`src/rtl/rar_pkg.sv`:
```
// Shared types and operation codes for the rational arithmetic reduction block.
package rar_pkg;

	typedef enum logic [1:0] {
		CMD_ADD = 2'd0,
		CMD_SUB = 2'd1,
		CMD_MUL = 2'd2,
		CMD_DIV = 2'd3
	} cmd_t;

	// Handshake status of an iterative arithmetic unit toward the sequencer.
	typedef struct packed {
		logic busy;
		logic done;
	} unit_status_t;

endpackage

```
`src/rtl/rar_gcd.sv`:
```
// Iterative binary greatest-common-divisor unit, one shift or subtract per cycle.
module rar_gcd #(
	parameter int NW = 33
) (
	input  logic                  clk,
	input  logic                  arst_n,
	input  logic                  start,
	input  logic [NW-1:0]         x_in,
	input  logic [NW-1:0]         y_in,
	output rar_pkg::unit_status_t status,
	output logic [NW-1:0]         g
);

	localparam int KW = $clog2(NW);

	logic          busy_q;
	logic          done_q;
	logic [NW-1:0] x_q;
	logic [NW-1:0] y_q;
	logic [KW-1:0] k_q;
	logic [NW-1:0] g_q;
	logic          x_ge_y;
	logic [NW-1:0] diff;

	// The single compare and subtract shared by every odd-odd step.
	assign x_ge_y = (x_q >= y_q);
	assign diff   = x_ge_y ? (x_q - y_q) : (y_q - x_q);

	always_ff @(posedge clk or negedge arst_n) begin
		if (!arst_n) begin
			busy_q <= 1'b0;
			done_q <= 1'b0;
		end else begin
			done_q <= 1'b0;
			if (start && !busy_q) begin
				busy_q <= 1'b1;
			end else if (busy_q && ((x_q == '0) || (y_q == '0))) begin
				busy_q <= 1'b0;
				done_q <= 1'b1;
			end
		end
	end

	always_ff @(posedge clk) begin
		if (start && !busy_q) begin
			x_q <= x_in;
			y_q <= y_in;
			k_q <= '0;
		end else if (busy_q) begin
			priority if (x_q == '0) begin
				g_q <= y_q << k_q;
			end else if (y_q == '0) begin
				g_q <= x_q << k_q;
			end else if (!x_q[0] && !y_q[0]) begin
				// Common factor of two: strip it from both and count it.
				x_q <= x_q >> 1;
				y_q <= y_q >> 1;
				k_q <= k_q + 1'b1;
			end else if (!x_q[0]) begin
				x_q <= x_q >> 1;
			end else if (!y_q[0]) begin
				y_q <= y_q >> 1;
			end else if (x_ge_y) begin
				x_q <= diff;
			end else begin
				y_q <= diff;
			end
		end
	end

	assign status.busy = busy_q;
	assign status.done = done_q;
	assign g           = g_q;

endmodule

```
`src/rtl/rar_div.sv`:
```
// Restoring bit-serial unsigned divider, one quotient bit per cycle.
module rar_div #(
	parameter int NW = 33
) (
	input  logic                  clk,
	input  logic                  arst_n,
	input  logic                  start,
	input  logic [NW-1:0]         dividend,
	input  logic [NW-1:0]         divisor,
	output rar_pkg::unit_status_t status,
	output logic [NW-1:0]         quotient
);

	localparam int CW = $clog2(NW + 1);

	logic          busy_q;
	logic          done_q;
	logic [CW-1:0] cnt_q;
	logic [NW-1:0] r_q;
	logic [NW-1:0] q_q;
	logic [NW-1:0] d_q;
	logic [NW:0]   shifted;
	logic [NW:0]   diff;
	logic          take;

	assign shifted = {r_q, q_q[NW-1]};
	assign take    = (shifted >= {1'b0, d_q});
	assign diff    = shifted - {1'b0, d_q};

	always_ff @(posedge clk or negedge arst_n) begin
		if (!arst_n) begin
			busy_q <= 1'b0;
			done_q <= 1'b0;
			cnt_q  <= '0;
		end else begin
			done_q <= 1'b0;
			if (start && !busy_q) begin
				busy_q <= 1'b1;
				cnt_q  <= CW'(NW);
			end else if (busy_q) begin
				cnt_q <= cnt_q - 1'b1;
				if (cnt_q == CW'(1)) begin
					busy_q <= 1'b0;
					done_q <= 1'b1;
				end
			end
		end
	end

	always_ff @(posedge clk) begin
		if (start && !busy_q) begin
			r_q <= '0;
			q_q <= dividend;
			d_q <= divisor;
		end else if (busy_q) begin
			// The remainder stays below the divisor, so NW bits hold it.
			r_q <= take ? diff[NW-1:0] : shifted[NW-1:0];
			q_q <= {q_q[NW-2:0], take};
		end
	end

	assign status.busy = busy_q;
	assign status.done = done_q;
	assign quotient    = q_q;

endmodule

```
`src/rtl/rational_arith_reduce_core.sv`:
```
// Top level: fraction arithmetic with cross products and gcd reduction.
//
// The slave stream carries one operation per transaction: the command and
// two signed fractions. The master stream returns the reduced numerator
// and denominator, with tuser set when the denominator came out zero; the
// terms are then the unreduced cross products.
// One shared signed multiplier forms the cross products. A binary gcd unit
// then takes one shift or one subtract per cycle, and one bit-serial divider
// divides numerator and denominator in turn by the gcd. A zero denominator
// skips the gcd and the divisions. The block takes one transaction at a
// time: s_tready is high only while the sequencer is free.
// The result sits in an output register, so the next transaction is taken
// while the receiver stalls; a finished result waits until that register
// empties. Reset clears the sequencer and the output valid; nothing else
// is kept from one transaction to the next.
module rational_arith_reduce_core #(
	parameter int OPERAND_BITS = 16
) (
	input  logic clk,
	input  logic arst_n,
	input  logic s_tvalid,
	output logic s_tready,
	// cmd, a_num, a_den, b_num, b_den from bit 0 up, zero padded.
	input  logic [((2 + 4 * OPERAND_BITS + 7) / 8) * 8 - 1:0] s_tdata,
	output logic m_tvalid,
	input  logic m_tready,
	// result_num, result_den from bit 0 up, zero padded.
	output logic [((4 * OPERAND_BITS + 1 + 7) / 8) * 8 - 1:0] m_tdata,
	// zero_denominator.
	output logic m_tuser
);

	localparam int W       = OPERAND_BITS;
	localparam int NW      = 2 * W + 1;
	localparam int DW      = 2 * W;
	localparam int OUT_PAD = ((4 * W + 1 + 7) / 8) * 8;
	localparam int AN_LO   = 2;
	localparam int AD_LO   = 2 + W;
	localparam int BN_LO   = 2 + 2 * W;
	localparam int BD_LO   = 2 + 3 * W;

	typedef enum logic [9:0] {
		ST_IDLE  = 10'b00_0000_0001,
		ST_MDEN  = 10'b00_0000_0010,
		ST_MNUM1 = 10'b00_0000_0100,
		ST_MNUM2 = 10'b00_0000_1000,
		ST_MSUM  = 10'b00_0001_0000,
		ST_CHK   = 10'b00_0010_0000,
		ST_GCD   = 10'b00_0100_0000,
		ST_DIVN  = 10'b00_1000_0000,
		ST_DIVD  = 10'b01_0000_0000,
		ST_DONE  = 10'b10_0000_0000
	} state_t;

	state_t               state_q;
	state_t               state_d;
	rar_pkg::cmd_t        cmd_q;
	logic signed [W-1:0]  an_q;
	logic signed [W-1:0]  ad_q;
	logic signed [W-1:0]  bn_q;
	logic signed [W-1:0]  bd_q;
	logic signed [W-1:0]  mul_x;
	logic signed [W-1:0]  mul_y;
	logic signed [DW-1:0] prod_w;
	logic signed [DW-1:0] prod_q;
	logic signed [NW-1:0] prod_ext;
	logic signed [NW-1:0] num_q;
	logic signed [DW-1:0] den_q;
	logic                 zden_q;
	logic [NW-1:0]        mag_num;
	logic [NW-1:0]        mag_den;
	logic [DW-1:0]        den_abs;
	logic                 gcd_start;
	logic                 div_start;
	logic [NW-1:0]        div_dividend;
	logic [NW-1:0]        gcd_g;
	logic [NW-1:0]        div_q;
	rar_pkg::unit_status_t gcd_st;
	rar_pkg::unit_status_t div_st;
	logic                 out_load;
	logic                 m_tvalid_q;
	logic [NW-1:0]        num_out_q;
	logic [DW-1:0]        den_out_q;
	logic                 zden_out_q;

	// Shared multiplier: the denominator product first, then the numerator terms.
	always_comb begin
		mul_x = '0;
		mul_y = '0;
		unique case (state_q)
			ST_MDEN: begin
				mul_x = ad_q;
				mul_y = (cmd_q == rar_pkg::CMD_DIV) ? bn_q : bd_q;
			end
			ST_MNUM1: begin
				mul_x = an_q;
				mul_y = (cmd_q == rar_pkg::CMD_MUL) ? bn_q : bd_q;
			end
			ST_MNUM2: begin
				mul_x = bn_q;
				mul_y = ad_q;
			end
			default: begin
				mul_x = '0;
				mul_y = '0;
			end
		endcase
	end

	assign prod_w   = DW'(mul_x) * DW'(mul_y);
	assign prod_ext = NW'(prod_q);

	always_ff @(posedge clk) begin
		prod_q <= prod_w;
	end

	assign mag_num = num_q[NW-1] ? NW'(-num_q) : NW'(num_q);
	assign den_abs = den_q[DW-1] ? DW'(-den_q) : DW'(den_q);
	assign mag_den = NW'(den_abs);

	assign gcd_start    = (state_q == ST_CHK) && (den_q != '0);
	assign div_start    = ((state_q == ST_GCD) && gcd_st.done) ||
	                      ((state_q == ST_DIVN) && div_st.done);
	assign div_dividend = (state_q == ST_GCD) ? mag_num : mag_den;
	assign out_load     = (state_q == ST_DONE) && (!m_tvalid_q || m_tready);

	rar_gcd #(
		.NW(NW)
	) u_gcd (
		.clk   (clk),
		.arst_n(arst_n),
		.start (gcd_start),
		.x_in  (mag_num),
		.y_in  (mag_den),
		.status(gcd_st),
		.g     (gcd_g)
	);

	rar_div #(
		.NW(NW)
	) u_div (
		.clk     (clk),
		.arst_n  (arst_n),
		.start   (div_start),
		.dividend(div_dividend),
		.divisor (gcd_g),
		.status  (div_st),
		.quotient(div_q)
	);

	always_comb begin
		state_d = state_q;
		unique case (state_q)
			ST_IDLE:  if (s_tvalid) state_d = ST_MDEN;
			ST_MDEN:  state_d = ST_MNUM1;
			ST_MNUM1: state_d = ST_MNUM2;
			ST_MNUM2: begin
				if ((cmd_q == rar_pkg::CMD_ADD) || (cmd_q == rar_pkg::CMD_SUB)) begin
					state_d = ST_MSUM;
				end else begin
					state_d = ST_CHK;
				end
			end
			ST_MSUM:  state_d = ST_CHK;
			ST_CHK:   state_d = (den_q == '0) ? ST_DONE : ST_GCD;
			ST_GCD:   if (gcd_st.done) state_d = ST_DIVN;
			ST_DIVN:  if (div_st.done) state_d = ST_DIVD;
			ST_DIVD:  if (div_st.done) state_d = ST_DONE;
			ST_DONE:  if (out_load) state_d = ST_IDLE;
			default:  state_d = ST_IDLE;
		endcase
	end

	always_ff @(posedge clk or negedge arst_n) begin
		if (!arst_n) begin
			state_q    <= ST_IDLE;
			m_tvalid_q <= 1'b0;
		end else begin
			state_q <= state_d;
			if (out_load) begin
				m_tvalid_q <= 1'b1;
			end else if (m_tready) begin
				m_tvalid_q <= 1'b0;
			end
		end
	end

	always_ff @(posedge clk) begin
		if ((state_q == ST_IDLE) && s_tvalid) begin
			cmd_q <= rar_pkg::cmd_t'(s_tdata[1:0]);
			an_q  <= s_tdata[AN_LO +: W];
			ad_q  <= s_tdata[AD_LO +: W];
			bn_q  <= s_tdata[BN_LO +: W];
			bd_q  <= s_tdata[BD_LO +: W];
		end
		if (state_q == ST_MNUM1) begin
			den_q <= prod_q;
		end
		if (state_q == ST_MNUM2) begin
			num_q <= prod_ext;
		end
		if (state_q == ST_MSUM) begin
			num_q <= (cmd_q == rar_pkg::CMD_SUB) ? (num_q - prod_ext) : (num_q + prod_ext);
		end
		if (state_q == ST_CHK) begin
			zden_q <= (den_q == '0);
		end
		// Both divisions are exact, so the sign is put back on the magnitude.
		if ((state_q == ST_DIVN) && div_st.done) begin
			num_q <= num_q[NW-1] ? -$signed(div_q) : $signed(div_q);
		end
		if ((state_q == ST_DIVD) && div_st.done) begin
			den_q <= den_q[DW-1] ? -$signed(div_q[DW-1:0]) : $signed(div_q[DW-1:0]);
		end
		if (out_load) begin
			num_out_q  <= num_q;
			den_out_q  <= den_q;
			zden_out_q <= zden_q;
		end
	end

	assign s_tready = (state_q == ST_IDLE);
	assign m_tvalid = m_tvalid_q;
	assign m_tdata  = OUT_PAD'({den_out_q, num_out_q});
	assign m_tuser  = zden_out_q;

	a_flag_matches_den: assert property (@(posedge clk) disable iff (!arst_n)
		m_tvalid_q |-> (zden_out_q == (den_out_q == '0)))
		else $error("zero_denominator flag disagrees with the result denominator");

	a_gcd_done_in_gcd: assert property (@(posedge clk) disable iff (!arst_n)
		gcd_st.done |-> (state_q == ST_GCD))
		else $error("gcd unit finished outside the gcd phase");

	a_div_done_in_div: assert property (@(posedge clk) disable iff (!arst_n)
		div_st.done |-> ((state_q == ST_DIVN) || (state_q == ST_DIVD)))
		else $error("divider finished outside a division phase");

endmodule

```
`config.mk`:
```
export PLATFORM = sky130hd
export DESIGN_NAME = rational_arith_reduce_core
export DESIGN_NICKNAME = d
export VERILOG_FILES = /design/src/rtl/rar_pkg.sv /design/src/rtl/rar_gcd.sv /design/src/rtl/rar_div.sv /design/src/rtl/rational_arith_reduce_core.sv
export SDC_FILE = /design/constraint.sdc
export NUM_CORES = 2
export LEC_CHECK = 0
export ABC_AREA = 1
export BUFFER_PORTS_ARGS = -buffer_cell sky130_fd_sc_hd__buf_2
export CAP_MARGIN = 15
export CORE_ASPECT_RATIO = 0.9
export CORE_MARGIN = 1
export CORE_UTILIZATION = 55
export CTS_CLUSTER_DIAMETER = 40
export CTS_CLUSTER_SIZE = 16
export DETAILED_ROUTE_END_ITERATION = 10
export PLACE_DENSITY = 0.82
export SYNTH_ARGS = -nofsm -noshare
export SYNTH_HDL_FRONTEND = slang
export SYNTH_SLANG_ARGS = --single-unit
```
`constraint.sdc`:
```
create_clock -name clk -period 7.75 [get_ports clk]
set_clock_uncertainty 0.2 [all_clocks]
set_input_delay 0.3875 -clock clk [delete_from_list [all_inputs] [get_ports clk]]
set_output_delay 0.3875 -clock clk [all_outputs]
set_load 0.01 [all_outputs]
```
# [After elaboration in Yosys (flattened, before gate mapping)]
# Index checks and enable logic that the tools add are counted.
[totals] register_bits=455 latch_bits=0 ram_bits=0 mem_bits_ro=0 in_bits=76 out_inout_bits=75 wordCells=173 mem_count=0
[classes] n_addsub=11 multipliers=1 div=0 n_lt_le_gt_ge=2 eq_ne=25 n_shift=2 n_mux=59 bitwise_logic=3 reduce_logical=41
[op_table] cell="33-bit two-way mux" count=25
[op_table] cell="32-bit two-way mux" count=8
[op_table] cell="10-bit one-hot mux with 10 select lines" count=1
[op_table] cell="33-bit subtractor" count=3
[op_table] cell="16-bit one-hot mux with 3 select lines" count=2
[op_table] cell="33-bit logical NOT" count=2
[op_table] cell="33-bit negator" count=2
[op_table] cell="33-bit by 6-bit << shifter with 33-bit output" count=2
[op_table] cell="32-bit negator" count=2
[op_table] cell="10-bit two-way mux" count=6
[op_table] cell="34-bit by 33-bit greater-or-equal comparator with 1-bit output" count=1
[op_table] cell="33-bit by 32-bit adder with 33-bit output" count=1
[op_table] cell="33-bit greater-or-equal comparator" count=1
[op_table] cell="33-bit by 32-bit subtractor with 33-bit output" count=1
[op_table] cell="32-bit logical NOT" count=1
[op_table] cell="16-bit by 16-bit multiplier with 32-bit output" count=1
[op_table] cell="16-bit two-way mux" count=2
[op_table] cell="32-bit nonzero test" count=1
[op_table] cell="5-bit AND reduction" count=4
[op_table] cell="6-bit two-way mux" count=3
[op_table] cell="2-bit nonzero test" count=7
[op_table] cell="1-bit two-way mux" count=12
[op_table] cell="4-bit inequality test, second input constant" count=3
[op_table] cell="10-bit by 1-bit equality test with 1-bit output, second input constant" count=1
[op_table] cell="other kinds (25)" count=52

# [Depth between registers and ports, before layout]
[depth] word_depth=10 depth_mapped=37 ltp_nobuf=35

# [Hierarchy]
# Synthesis repeated with hierarchy kept, for this count alone.
[unflattened] cells_unflattened=5881 area_unflattened_um2=43799.5
[modules_own_cells] mod="rational_arith_reduce_core" n_inst=1 cells_per_inst=3250 area_per_inst_um2=25829.8 seq_area_each_um2=6862.8
[modules_own_cells] mod="rar_gcd" n_inst=1 cells_per_inst=1616 area_per_inst_um2=10919.2 seq_area_each_um2=3143.0
[modules_own_cells] mod="rar_div" n_inst=1 cells_per_inst=1015 area_per_inst_um2=7050.5 seq_area_each_um2=2842.7

# [Worst setup path before layout]
# No wires, ideal clock.
[synth_path] path_type="register to register" from="register state_q[6]" to="register prod_q[31]" setup_time_ns=0.121 arrival_ns=6.533 t_required_ns=7.429 path_slack_ns=0.895 stages_incl_launch_ff=30 path_buffers=2 period_less_slack_ns=6.855 path_cell_list="dfrtp_1 > nor2_1 > inv_2 > nor2_8 > nand4_4 > inv_2 > nand2_1 > o21ai_4 > buf_2 > nand2_1 > nand2_2 > buf_4 > nand2_1 > fa_1 > inv_1 > fa_1 > fa_1 > fa_1 > fa_1 > inv_1 > fa_1 > inv_1 > ha_1 > a21oi_1 > inv_1 > a31oi_1 > o21ai_0 > a221oi_1 > nand2_1 > xor2_1"
[synth_between] elab_chain_cells=3 word_cells_on_any_way=6 classes_between="1 x mul; 3 x eq/ne; 2 x mux"
[synth_lines] element="start: declaration" line="rational_arith_reduce_core.sv:55" source="state_t state_q;"
[synth_lines] element="start signal: assignment" line="rational_arith_reduce_core.sv:179" source="state_q <= state_d;"
[synth_lines] element="10-bit by 4-bit equality test with 1-bit output, or another cell as far along" line="rational_arith_reduce_core.sv:90" source="unique case (state_q)"
[synth_lines] element="16-bit one-hot mux with 3 select lines" line="rational_arith_reduce_core.sv:90"
[synth_lines] element="16-bit by 16-bit multiplier with 32-bit output *" line="rational_arith_reduce_core.sv:110" source="assign prod_w = DW'(mul_x) * DW'(mul_y);"
[synth_lines] element="net prod_w[31]" line="rational_arith_reduce_core.sv:64" source="logic signed [DW-1:0] prod_w;"
[synth_lines] element="end signal: assignment" line="rational_arith_reduce_core.sv:114" source="prod_q <= prod_w;"
[synth_lines] element="end: declaration" line="rational_arith_reduce_core.sv:65" source="logic signed [DW-1:0] prod_q;"
# The timed path passes the listed nets; every way through them passes the cells marked *.
# A chain may end at the register's enable or synchronous reset.

# [Worst setup path in the final report]
[layout_path] from="register state_q[6]" to="register prod_q[23]"
# Same word-level chain as after synthesis.

==> impl_results.md <==
* Crit Reg-Reg Endpoint: prod_q[23]
* Post-Syn Area at 42,800 µm²
* CP peak stage delay at roughly 0.57 ns
* CTS tree: yes
* WP data arrival at 7.79 ns
* Share of cells above drive strength 1 at 7.72%
* CTS Buf Count at ~70
* Register area at 12,800 µm²
* Worst slew margin at ~29%
* Ys flop type: edfxtp_1
* Initial antenna violation count at 4
* Die span in x at between 200 and 300 µm
* Worst-path maximum fanout at 25
* Yosys Warn Count at 0
* GRT overflow at 0
* Vias at 40,575
* Fin Setup TNS at 0 ns
* Clk_lat worst skew at 0.66 ns
* IO Port Bufs at between 100 and 150
* Sequential power share at 24.7%
* Via count of the first global-routing pass at 38,036
* Design area at roughly 48,000 µm²
* Area Overhead vs Synth at 11.3%
* TritonCTS Sinks at 455
* Lkg Pwr at 23.1 nW
* CP required at 8.11 ns
* R2r setup slk at 0.33 ns
* DRC errors left at 0
* Clock power frac at between 20% and 30%
* Max frequency at 135 MHz
* Global-route usage over all layers at ~37%
* Number of max-cap violations at 0
* Synthesized flop and latch total at 455
* Pre-antenna DRT Iters at 7
* Post-Syn Area per Cell at 7.66 µm²
* Post-synth EDFFs at 362
* Outcome: complete, no violations
* Worst VDD drop at 0.268 mV
* Post-DP Area at 44,300 µm²
* Worst Setup End Kind: flop
* Final setup viols at 0
* Synth area leaders: edfxtp_1, fa_1, nand2_1
* Commonest cells post-synth: nand2_1, inv_1, nand3_1
* Initial Util at around 56%
* Net switching power figure at 6.01 mW
* Iteration-0 DRC Markers at 5,535
* Top cell type's share of synthesized area at around a quarter
* Synth cell types at just over 70
* Vias per cell at 5.94
* CTS Buffer Depth at 3
* DPL Wire Length at 115,000 µm
* Post-Synthesis Cells at 5,585
* Reg clk slew, reported paths at 0.06 ns
* Sequential area share after synthesis at 30.0%
* N_diodes at 0
* CP max stage cell: fa_1
* Internal power at 7.04 mW
* Worst Hold Class: input port to asynchronous set/reset pin
* Largest net degree at the start of global routing at 67
* Num ports at roughly 150
* Area of the multi-input gates at 25,400 µm²
* Total power at 13.1 mW
* Largest area contributor in the netlist: edfxtp_1
* Inst Count DP at 6,622
* First-pass GRT wire length at ~220,000 µm
* Fill count at around 6,700
* Source of the worst register-to-register timing path: state_q[6]
* Final nets at roughly 6,300
* Crit-path most repeated cell: fa_1
* Die outline height at 267 µm
* Row cnt at 96
* Root buf cell: clkbuf_16
* Switching share of power at 46.1%
* Comb power frac at 48.8%
* Slew of the pin with the lowest slew margin at between 1 and 1.5 ns
* Max Slew Vio Count at 0
* R2R depth at 31
* Total wire length at 148,000 µm
* Hold WS at 0.0914 ns
* Most instantiated library cell after synthesis: nand2_1
* Crit share post-route at 95.8%
* GP Congestion at about 1.0
* H-tree levels at 3
* Crit Path Class: flop to flop
* Non-filler cells, final at ~6,800
* Avg WL per Cell at 21.6 µm
* Pwr dens at ~270 nW/µm²
* Crit path max-delay family: adder cells
* Type of origin of the critical path: flop
* Die area at 78,900 µm²
* Routed Antenna Nets at 0
* Core ar. at 76,600 µm²
* Post-layout min period at between 7 and 8 ns
* Final hold violations at 0
* Share of flip-flops with an asynchronous set or reset at 4.62%
* WP buf/inv at 9
-- area by class of cell --
type                       count  area share [%]
sequential                   455            26.9
clock buffer                  77            3.86
clock inverter                57            1.58
timing repair buffer         267            3.88
inverter                     970            7.67
multi-input combinational   3977            53.4
tap                         1029            2.70
-- metrics by stage --
step	worst slack [ns]	util [%]
final	0.325	62.2
after global routing	-0.0420	62.2
after CTS	0.208	62.0
after detailed placement	0.257	57.8
after global placement	0.364	57.8
after floorplan	0.895	-
-- cells in the final DEF (no fill, tap or decap), types with 16 or more instances in the layout --
cell type / instances
xor2_1: 171
o211ai_1: 52
a21o_1: 29
nor2_1: 391
dfrtp_1: 20
nand4_1: 93
a21oi_1: 316
nor4_1: 21
clkinv_1: 16
nand2_1: 1268
o21ai_0: 314
nor2_2: 16
nand3_1: 469
nand3b_1: 16
nor3_1: 65
clkbuf_16: 73
buf_2: 137
buf_4: 59
ha_1: 220
inv_1: 924
xnor2_1: 57
dfxtp_1: 72
inv_2: 31
o21ai_1: 22
a31oi_1: 27
o21bai_1: 16
edfxtp_1: 362
dlygate4sd3_1: 69
fa_1: 267
-- sequential cells by signal, summed over array words and instances, names as in the netlist, 2 cells and up --
name and cells:
u_gcd.k_q 6, den_q 32, prod_q 32, u_div.d_q 33
state_q 10, num_q 33, u_div.cnt_q 6, u_div.quotient 33
u_div.r_q 33, ad_q 16, u_gcd.x_q 33, u_gcd.y_q 33
an_q 16, den_out_q 32, bn_q 16, u_gcd.g 33
cmd_q 2, bd_q 16, num_out_q 33
-- power by group through the flow --
stage	clock network (mW)	registers, mW	logic (mW)
after floorplan	0	3.14	4.38
after global placement	0	3.25	5.99
after detailed placement	0	3.25	6.04
after CTS	3.47	3.20	6.13
after global routing	3.58	3.23	6.96
final	3.46	3.23	6.37
-- worst reg2reg max path, delay by kind of cell, from the launching register on --
family,cells,cell delay [ns]
compound gates,4,0.65
xor+xnor,1,0.14
fa+ha+maj,7,3.57
buf+inv,9,1.07
flops,1,0.43
simple gates,10,1.28
-- worst max-delay path by stage --
stage / start / end / slack (ns) / cells after the start
after floorplan: state_q[6] / prod_q[31] / 0.90 / 29
after global placement: state_q[6] / prod_q[26] / 0.36 / 31
after detailed placement: state_q[6] / prod_q[31] / 0.26 / 27
after CTS: state_q[6] / prod_q[23] / 0.21 / 33
after global routing: state_q[5] / prod_q[23] / -0.04 / 32
final: state_q[6] / prod_q[23] / 0.33 / 31
-- cells by family (layout without fill, tap and decap cells) --
kind of cell / Yosys count / count (layout) / share of synthesized area, %
compound gates: 853 / 853 / 11.3
xor+xnor: 228 / 228 / 4.67
fa+ha+maj: 487 / 487 / 18.9
buf+inv: 1159 / 1371 / 10.8
flops: 455 / 455 / 30.0
mux: 1 / 1 / 0.0234
other cells: 1 / 7 / 0.00876
simple gates: 2401 / 2401 / 24.3
-- per-layer routing --
layer,global-route usage (%),part of all wire [%],up-vias
met2,56.3,43,2759
met4,12.7,4.1,6
met5,0,0.027,-
met1,52.5,40,18933
met3,8.58,13,424
li1,-,-,18453
-- what timing repair did --
item | 4_1_cts | 5_1_grt
gates resized for setup | 0 | 20
buffers inserted | 0 | 7
endpoints found under the setup margin | 0 | 17
hold buffers | 69 | 0
hold endpoints to repair | 90 | 0
No activity file was read; power rests on OpenSTA's default activity.
